--- src/hw/rtl/tccs_pkg.sv ---
// ----------------------------------------------------------------------------
// tccs_pkg
// Shared types and constants of the text console cell engine.
// ----------------------------------------------------------------------------
`default_nettype none

package tccs_pkg;

  // Request kinds
  typedef enum logic [1:0] {
    CMD_PUT   = 2'd0,
    CMD_CLEAR = 2'd1,
    CMD_READ  = 2'd2,
    CMD_NOP   = 2'd3
  } cmd_t;

  // Field widths
  localparam int COL_W  = 7;
  localparam int ROW_W  = 5;
  localparam int POS_W  = 11;
  localparam int IDX_W  = 11;
  localparam int BYTE_W = 8;

  // Character codes and blank cell
  localparam logic [BYTE_W-1:0] CHAR_CR    = 8'd13;
  localparam logic [BYTE_W-1:0] CHAR_LF    = 8'd10;
  localparam logic [BYTE_W-1:0] BLANK_CHAR = 8'd32;
  localparam logic [BYTE_W-1:0] BLANK_ATTR = 8'd7;

  // Controller states
  typedef enum logic [2:0] {
    ST_IDLE,
    ST_DECODE,
    ST_RD_WAIT,
    ST_COPY,
    ST_DRAIN,
    ST_FILL,
    ST_CLEAR,
    ST_FINISH
  } state_t;

  // Controller to datapath commands
  typedef struct packed {
    logic load;        // latch the accepted request
    logic put_exec;    // apply put to cursor and cell
    logic clear_init;  // home cursor, start clear sweep
    logic rd_issue;    // read the requested cell
    logic copy_step;   // scroll: read one cell a row below
    logic fill_init;   // scroll: point sweep at bottom row
    logic blank_step;  // write one blank cell
    logic out_load;    // move result into output register
  } dp_cmd_t;

  // Datapath to controller status
  typedef struct packed {
    cmd_t cmd;
    logic need_scroll;
    logic copy_last;
    logic blank_last;
    logic out_busy;
  } dp_stat_t;

endpackage

`default_nettype wire

--- src/hw/rtl/tccs_ctrl.sv ---
// ----------------------------------------------------------------------------
// tccs_ctrl
// Sequencer of the text console: decodes requests and steps the sweeps.
// ----------------------------------------------------------------------------
`default_nettype none

module tccs_ctrl (
  input  wire logic              clk,
  input  wire logic              rst,
  input  wire logic              s_tvalid,
  output logic                   s_tready,
  input  wire tccs_pkg::dp_stat_t stat,
  output tccs_pkg::dp_cmd_t      cmd
);

  tccs_pkg::state_t state;
  tccs_pkg::state_t state_next;

  // State register
  always_ff @(posedge clk) begin
    if (rst) begin
      state <= tccs_pkg::ST_IDLE;
    end else begin
      state <= state_next;
    end
  end

  // Next state
  always_comb begin
    state_next = state;
    case (state)
      tccs_pkg::ST_IDLE: begin
        if (s_tvalid) state_next = tccs_pkg::ST_DECODE;
      end
      tccs_pkg::ST_DECODE: begin
        case (stat.cmd)
          tccs_pkg::CMD_PUT: begin
            state_next = stat.need_scroll ? tccs_pkg::ST_COPY : tccs_pkg::ST_FINISH;
          end
          tccs_pkg::CMD_CLEAR: state_next = tccs_pkg::ST_CLEAR;
          tccs_pkg::CMD_READ:  state_next = tccs_pkg::ST_RD_WAIT;
          default:             state_next = tccs_pkg::ST_FINISH;
        endcase
      end
      tccs_pkg::ST_RD_WAIT: state_next = tccs_pkg::ST_FINISH;
      tccs_pkg::ST_COPY: begin
        if (stat.copy_last) state_next = tccs_pkg::ST_DRAIN;
      end
      tccs_pkg::ST_DRAIN: state_next = tccs_pkg::ST_FILL;
      tccs_pkg::ST_FILL: begin
        if (stat.blank_last) state_next = tccs_pkg::ST_FINISH;
      end
      tccs_pkg::ST_CLEAR: begin
        if (stat.blank_last) state_next = tccs_pkg::ST_FINISH;
      end
      tccs_pkg::ST_FINISH: begin
        if (!stat.out_busy) state_next = tccs_pkg::ST_IDLE;
      end
      default: state_next = tccs_pkg::ST_IDLE;
    endcase
  end

  // Outputs
  always_comb begin
    s_tready       = (state == tccs_pkg::ST_IDLE);
    cmd            = '0;
    cmd.load       = (state == tccs_pkg::ST_IDLE) && s_tvalid;
    cmd.put_exec   = (state == tccs_pkg::ST_DECODE) && (stat.cmd == tccs_pkg::CMD_PUT);
    cmd.clear_init = (state == tccs_pkg::ST_DECODE) && (stat.cmd == tccs_pkg::CMD_CLEAR);
    cmd.rd_issue   = (state == tccs_pkg::ST_DECODE) && (stat.cmd == tccs_pkg::CMD_READ);
    cmd.copy_step  = (state == tccs_pkg::ST_COPY);
    cmd.fill_init  = (state == tccs_pkg::ST_DRAIN);
    cmd.blank_step = (state == tccs_pkg::ST_FILL) || (state == tccs_pkg::ST_CLEAR);
    cmd.out_load   = (state == tccs_pkg::ST_FINISH) && !stat.out_busy;
  end

endmodule

`default_nettype wire

--- config.mk ---
export PLATFORM = sky130hd
export DESIGN_NAME = tccs_ctrl
export DESIGN_NICKNAME = d
export VERILOG_FILES = /design/src/hw/rtl/tccs_pkg.sv /design/src/hw/rtl/tccs_ctrl.sv
export SDC_FILE = /design/constraint.sdc
export NUM_CORES = 1
export LEC_CHECK = 0
export BUFFER_PORTS_ARGS = -buffer_cell sky130_fd_sc_hd__buf_2
export CORE_AREA = 2 2 39 41
export DETAILED_ROUTE_END_ITERATION = 10
export DIE_AREA = 0 0 41 43
export MAX_ROUTING_LAYER = met4
export PLACE_DENSITY = 0.47
export SLEW_MARGIN = 20
export SYNTH_ARGS = -nofsm -noshare
export SYNTH_HDL_FRONTEND = slang
export SYNTH_SLANG_ARGS = --single-unit
--- constraint.sdc ---
create_clock -name clk -period 1.38 [get_ports clk]
set_clock_uncertainty 0.15 [all_clocks]
set_input_delay 0.069 -clock clk [delete_from_list [all_inputs] [get_ports clk]]
set_output_delay 0.069 -clock clk [all_outputs]
set_load 0.03 [all_outputs]
Word level (Yosys, flattened, before mapping)
Cells that the tools add are included.

cells by class
  equal/unequal tests = 13
  div/mod/pow operators = 0
  multipliers = 0
  reduce and logical (&&, ||, !) cells = 11
  bitwise logic cells = 0
  order comparisons = 0
  shift operators = 0
  add/subtract/negate cells = 0
  mux-type cells = 7

operators with widths
  operator            number
  $pmux 3 s7          1
  $mux 3              5
  $eq 3x3->1 const B  4
  $pmux 3 s3          1
  $eq 3x2->1 const B  2
  $ne 2x2->1 const B  3
  $logic_and 1x1->1   5
  $reduce_and 4->1    1
  $eq 3x1->1 const B  1
  $logic_not 3->1     1
  $eq 2x1->1 const B  1
  $eq 2x2->1 const B  1
  $logic_not 2->1     1
  $ne 2x1->1 const B  1
  $reduce_or 2->1     1
  $logic_not 1->1     1
  $logic_or 1x1->1    1

storage, ports and cells
  ROM bits = 0
  output and inout bits = 9
  latch bits = 0
  logic and storage cells = 32
  memories kept = 0
  bits in registers = 3
  memory bits (writable) = 0
  bits of input ports = 9

Longest topological paths before layout
Gate-level depths: netlist (run 1).

  depth after elaboration = 4
  gate-level depth with buffers = 6
  mapped depth without buffers = 6

Worst setup path before layout (run 1)
Ideal clock, no wire load.

  kind = reg-to-output
  from = reg state[1]
  to = out cmd[7] in the netlist's numbering
  path slack = -0.426 ns
  stages on the path, launching flop included = 4
  data required time = 1.161 ns
  arrival = 1.587 ns
  cells stage by stage = dfxtp_1 buf_2 nor3_1 and2_1

RTL lines
  what                    RTL line         RTL
  from (decl)             tccs_ctrl.sv:16  tccs_pkg::state_t state;
  from (signal assigned)  tccs_ctrl.sv:22  state <= tccs_pkg::ST_IDLE;
  from (signal assigned)  tccs_ctrl.sv:24  state <= state_next;
  to (decl)               tccs_ctrl.sv:13  output tccs_pkg::dp_cmd_t cmd

==> results of run 1 <==
==> worst max-delay path by stage <==
stage	from	end	slack, ns
floorplan	state[1]	cmd[7]	-0.01
global placement	state[0]	state[1]	-0.03
detailed placement	state[0]	state[1]	-0.09
CTS	state[0]	cmd[7]	-0.009
global route	state[2]	state[1]	-0.05
finish	state[2]	cmd[5]	-0.007
==> metal layers <==
| metal | routed length (µm) | vias to the layer above |
|---|---|---|
| met4 | 0 | 0 |
| li1 | - | 204 |
| met3 | 41 | 0 |
| met1 | 398 | 178 |
| met5 | 0 | - |
| met2 | 454 | 12 |
==> final cells by class <==
cell class	count	area (µm²)
Multi-Input combinational cell	33	292.8
Fill cell	142	743.2
Clock buffer	4	26.28
Inverter	6	25.02
Tap cell	16	20.02
Timing Repair Buffer	26	205.2
Sequential cell	3	71.32
==> worst max-delay path, delay by kind of cell (launching register included) <==
| kind | cells | cell delay, ns |
|---|---|---|
| flip-flops | 1 | 0.36 |
| buffers and inverters | 2 | 0.25 |
| AND/OR/NAND/NOR | 2 | 0.33 |
==> repair_timing <==
| item | CTS | global route |
|---|---|---|
| setup buffers | 0 | 1 |
| hold buffers | 1 | 0 |
| resized for setup | 21 | 11 |
| pin swaps | 5 | 5 |
| endpoints found under the setup margin | 11 | 8 |
| endpoints found under the hold margin | 2 | 0 |
==> cells in the mapped netlist (all sizes together), types with 2 or more instances <==
| cell | instances | share of area (%) |
|---|---|---|
| nor2 | 4 | 5.5 |
| ha | 4 | 16 |
| nor3 | 4 | 6.3 |
| inv | 6 | 7.0 |
| a21oi | 3 | 4.7 |
| nand2b | 3 | 6.6 |
| and2 | 4 | 7.8 |
| dfxtp | 3 | 19 |
| buf | 2 | 3.1 |
==> per-stage QoR <==
step | area [µm²] | total power, mW | std cells
after floorplan | 349.1 | 0.6866 | 44
after global placement | 496.7 | 0.9359 | 82
after detailed placement | 496.7 | 0.9320 | 82
after CTS | 596.8 | 1.229 | 87
after global routing | 640.6 | 1.411 | 88
final | 640.6 | 1.322 | 88
==> cell usage in the layout, fill, tap and decap left out, types with 2 or more instances in the layout <==
master / instances
a21oi_1: 3
and2_1: 2
and2_4: 2
buf_2: 9
buf_4: 8
buf_6: 8
clkbuf_4: 3
dfxtp_4: 3
ha_1: 4
inv_1: 5
nand2b_1: 2
nor2_1: 3
nor3_4: 2
==> cell families after synthesis <==
group	count (synthesis)	share of synthesized area, %
AO/OA/AOI/OAI	10	21.49
XOR/XNOR	1	2.735
buffers and inverters	8	10.16
AND/OR/NAND/NOR	18	31.25
flip-flops	3	18.75
adder cells (fa/ha/maj)	4	15.63
==> power by group <==
group | leakage (nW) | internal (mW) | total [mW] | switching [mW]
Combinational | 0.271 | 0.462 | 0.917 | 0.455
Sequential | 0.0267 | 0.150 | 0.252 | 0.102
Clock | 0.0150 | 0.108 | 0.153 | 0.0444
==> summary.md, run 1 <==
| Metric | Value |
|---|---|
| Fin. max-slew vios | `0` |
| Grt peak-use layer | `met2` |
| Root buffer cell | `clkbuf_4` |
| Final WL | `slightly below 900 µm` |
| Clock Tree Buf Depth | `2` |
| Reg2reg start | `state[2]` |
| Top cell by count, worst path | `buf_6` |
| Met2 Use GR | `17.50%` |
| Critical Path AT | `~1.2 ns` |
| Largest net degree at the start of global routing | `8` |
| Area Growth Syn to Fin | `100.0%` |
| Main synth FF type | `dfxtp_1` |
| Met3 Use GR | `0%` |
| CTS tree | `yes` |
| CP Max Fanout | `5` |
| I/O pin count | `18` |
| Power per cell area | `2063 nW/µm²` |
| GR Layer Usage met1 | `between 10% and 20%` |
| Final setup viols | `4` |
| Die X | `around 40 µm` |
| TritonCTS buffer count | `3` |
| Vias in the first global route | `just over 300` |
| PortBufs | `17` |
| Post-Syn Area | `between 300 and 400 µm²` |
| Max-slew headroom | `between 80 and 90%` |
| Flops & latches, synth | `3` |
| Failing checks | `negative setup slack` |
| Die Footprint | `1763 µm²` |
| Starting density of the core | `about 23%` |
| Share of cells above drive strength 1 | `about three fifths` |
| Largest registers | `state (3)` |
| VDD IR max | `0.6707 mV` |
| Crit. End Element | `output port` |
| Startpoint Class | `flip-flop` |
| GRT Resource Usage Total | `a little over a tenth` |
| DR iter-0 viols | `3` |
| Ys async rst share | `0%` |
| HPWL Detailed | `650.2 µm` |
| Min cycle time layout | `about 1.4 ns` |
| Drt wl/cell | `between 10 and 15 µm` |
| Most flop-heavy register | `state` |
| Final Wtd Congestion | `about 0.72` |
| FMAX | `720.8 MHz` |
| Post-synthesis sequential area ratio | `18.75%` |
| Worst Min Path Start | `stat[0]` |
| DR vias | `394` |
| Via/cell ratio | `about 4.5` |
| Row count | `14` |
| Worst Setup Path Type | `flip-flop to output port` |
| EDFF count, synth | `0` |
| Total negative slack | `-0.01744 ns` |
| RR Endpoint | `state[1]` |
| Hold Path Depth | `3` |
| Final nets | `86` |
| Worst hold path type | `primary input to flip-flop` |
| Chip height | `43 µm` |
| Slowest CP cell | `dfxtp_4` |
| Detail Route Antenna Nets | `0` |
| CTS clk-pin slew, worst paths | `0.04 ns` |
| Wire length of the first global-routing pass | `between 1 and 1.5 mm` |
| Global route overflow | `0` |
| RSZ-0062 raised after global routing | `true` |
| H-tree depth | `1` |
| Place WS | `-0.08545 ns` |
| Util after Layout | `between 40% and 50%` |
| Syn avg cell area | `about 7.3 µm²` |
| Core ar. | `between 1000 and 1500 µm²` |
| Clk sink count | `3` |
| Yosys warns | `0` |
| Post-Synthesis Cells | `44` |
| DRC viols | `0` |
| Worst-Margin Slew | `approximately 0.23 ns` |
| Clk_lat worst skew | `0.23 ns` |
| WHS | `between 0.05 and 0.06 ns` |
| First-pass DRT Iterations | `4` |
| Fin. Hold Viols | `0` |
| Worst hold endpoint | `state[2]` |
| Yosys cell types | `23` |
| Worst Reg-to-Reg Cells | `4` |
| Critical-path cell list | `buf_6 -> nor3_4 -> and2_1 -> buf_6` |
| Syn_nets | `57` |
| Final setup margin | `-0.007378 ns` |
| Worst Path Required | `between 1 and 1.5 ns` |
| Status | `finished with violations` |
| Initial antenna violation count | `0` |
| Final Cycle Share | `100.5%` |
| Max reg flops | `3` |
| Antenna diode count | `0` |
| MaxCap Viol Count | `0` |
| P_leak | `0.3127 nW` |
| CP max stage delay | `~0.36 ns` |
| R2R setup slack | `roughly 0.010 ns` |
No activity file was read; power rests on OpenSTA's default activity.
==> inputs of run 2 (changes only) <==
==> constraint.sdc (replaced) <==
create_clock -name clk -period 1.38 [get_ports clk]
set_clock_uncertainty 0.15 [all_clocks]
set_input_delay 0 -clock clk [delete_from_list [all_inputs] [get_ports clk]]
set_output_delay 0 -clock clk [all_outputs]
set_load 0.03 [all_outputs]
==> run 2 against run 1 <==
The run now ends clean; combinational power grew 3.7%; flip-flop and latch count stayed put; fmax is 1.9% higher; register-to-register slack better by 0.04 ns; die area did not move; first-iteration DRC count grew to 3.3 times the previous value; non-clock buffer count increased by 5; clock power hardly changed; routed wire length decreased by 1.9%; worst hold slack improved by 0.056 ns; cell area up 3.7%; sequential power down 18%.
==> summary.md, run 2 (synthesis gave the netlist of run 1 again) <==
| Metric | Value |
|---|---|
| Status | `complete, no violations` |
| Row count | `14` |
| Largest registers | `state (3)` |
| Slowest CP cell | `dfxtp_4` |
| Max reg flops | `3` |
| CP Max Fanout | `5` |
| Crit. End Element | `output port` |
| Critical Path AT | `roughly 1.2 ns` |
| H-tree depth | `1` |
| Area Growth Syn to Fin | `107.4%` |
| DR vias | `between 400 and 500` |
| Clk_lat worst skew | `around 0.24 ns` |
| Detail Route Antenna Nets | `0` |
| Wire length of the first global-routing pass | `between 1 and 1.5 mm` |
| Die X | `~41 µm` |
| RSZ-0062 raised after global routing | `true` |
| Final Wtd Congestion | `just under 0.7` |
| Worst Setup Path Type | `flip-flop to output port` |
| Via/cell ratio | `4.419` |
| Largest net degree at the start of global routing | `7` |
| DR iter-0 viols | `10` |
| Placed Cells | `84` |
| Root buffer cell | `clkbuf_4` |
| FMAX | `734.2 MHz` |
| HPWL Detailed | `approximately 650 µm` |
| CTS clk-pin slew, worst paths | `~0.040 ns` |
| MaxCap Viol Count | `0` |
| I/O pin count | `18` |
| CP max stage delay | `between 0.3 and 0.4 ns` |
| Worst-Margin Slew | `0.2377 ns` |
| GRT Resource Usage Total | `a little under an eighth` |
| Final setup margin | `around 0.018 ns` |
| Clock Tree Buf Depth | `2` |
| Fin. Hold Viols | `0` |
| Most flop-heavy register | `state` |
| Drt wl/cell | `roughly 9.4 µm` |
| Final nets | `91` |
| First-pass DRT Iterations | `4` |
| Die Footprint | `1763 µm²` |
| Final setup viols | `0` |
| Core ar. | `around 1400 µm²` |
| Final WL | `~900 µm` |
| Max-slew headroom | `84.01%` |
| WHS | `0.1129 ns` |
| CTS tree | `yes` |
| Startpoint Class | `flip-flop` |
| Fin. max-slew vios | `0` |
| Starting density of the core | `a little under a quarter` |
| Critical-path cell list | `buf_6 -> nor3_4 -> and2_4 -> buf_6` |
| Total power | `1.314 mW` |
| TritonCTS buffer count | `3` |
| Power per cell area | `1977 nW/µm²` |
| Worst Path Required | `between 1 and 1.5 ns` |
| PortBufs | `17` |
| Layout Cells excl Fill | `just over 90` |
| Initial antenna violation count | `0` |
| Area after DPL | `519.2 µm²` |
| Finished Cell Area | `664.4 µm²` |
| Clk sink count | `3` |
| Global route overflow | `0` |
| VDD IR max | `between 0.8 and 0.9 mV` |
| Antenna diode count | `0` |
| Share of cells above drive strength 1 | `between 50 and 60%` |
| Min cycle time layout | `~1.4 ns` |
| Top cell by count, worst path | `buf_6` |
| DRC viols | `0` |
| Chip height | `around 43 µm` |
| Worst hold path type | `primary input to flip-flop` |
| Place WS | `-0.03467 ns` |
| Final Cycle Share | `98.70%` |
| Commonest cells after routing, fill and taps aside | `12 x buf_2, 9 x buf_4, 5 x inv_1, 5 x buf_6` |
| P_leak | `about 0.34 nW` |
| Commonest non-fill, non-tap cell in the layout | `buf_2` |
| Vias in the first global route | `372` |
## run 2: repair_timing
item	in CTS	in global routing
pin swaps	1	6
cloned	0	0
setup buffers	0	1
setup endpoints to repair	8	9
gates resized for setup	11	13
hold endpoints to repair	3	0
hold buffers	4	0
## run 2: worst max-delay path, delay by kind of cell, from the launching register on
kind / cells / cell delay, ns
flops: 1 / 0.35
buf+inv: 2 / 0.24
simple gates: 2 / 0.39
## run 2: final timing paths
kind                               start        to  slack [ns]  cells past startpoint
worst min register to register  state[1]  state[1]        0.52                      3
worst max register to register  state[0]  state[0]        0.05                      4
worst min-delay path             stat[3]  state[2]        0.11                      5
worst max-delay path            state[1]    cmd[6]        0.02                      4
## run 2: stage by stage
step | setup TNS (ns) | util (%)
floorplan | -0.03954 | -
global placement | -0.09584 | 37.52
detailed placement | -0.03467 | 37.52
CTS | 0 | 44.76
global route | -0.1014 | 48.01
finish | 0 | 48.01
## run 2: cell type report
| type | count | area, µm² |
|---|---|---|
| Inverter | 6 | 22.52 |
| Tap cell | 16 | 20.02 |
| Sequential cell | 3 | 71.32 |
| Timing Repair Buffer | 31 | 244.0 |
| Fill cell | 153 | 719.4 |
| Clock buffer | 4 | 26.28 |
| Multi-Input combinational cell | 33 | 280.3 |
## run 2: metal layers
| layer | share of wire [%] | wire length, µm | vias up | track usage (%) |
|---|---|---|---|---|
| met3 | 6.6 | 58 | 0 | 6.283 |
| met4 | 0 | 0 | 0 | 2.000 |
| met5 | 0 | 0 | - | - |
| met2 | 48 | 421 | 12 | 14.69 |
| li1 | - | - | 216 | - |
| met1 | 45 | 397 | 183 | 16.08 |
## run 2: report_power, final
group | total, mW | switching (mW) | leakage (nW) | internal, mW
sequential | 0.206 | 0.0573 | 0.0267 | 0.149
clock | 0.156 | 0.0477 | 0.0150 | 0.108
combinational | 0.951 | 0.474 | 0.295 | 0.477
total | 1.31 | 0.579 | 0.336 | 0.734
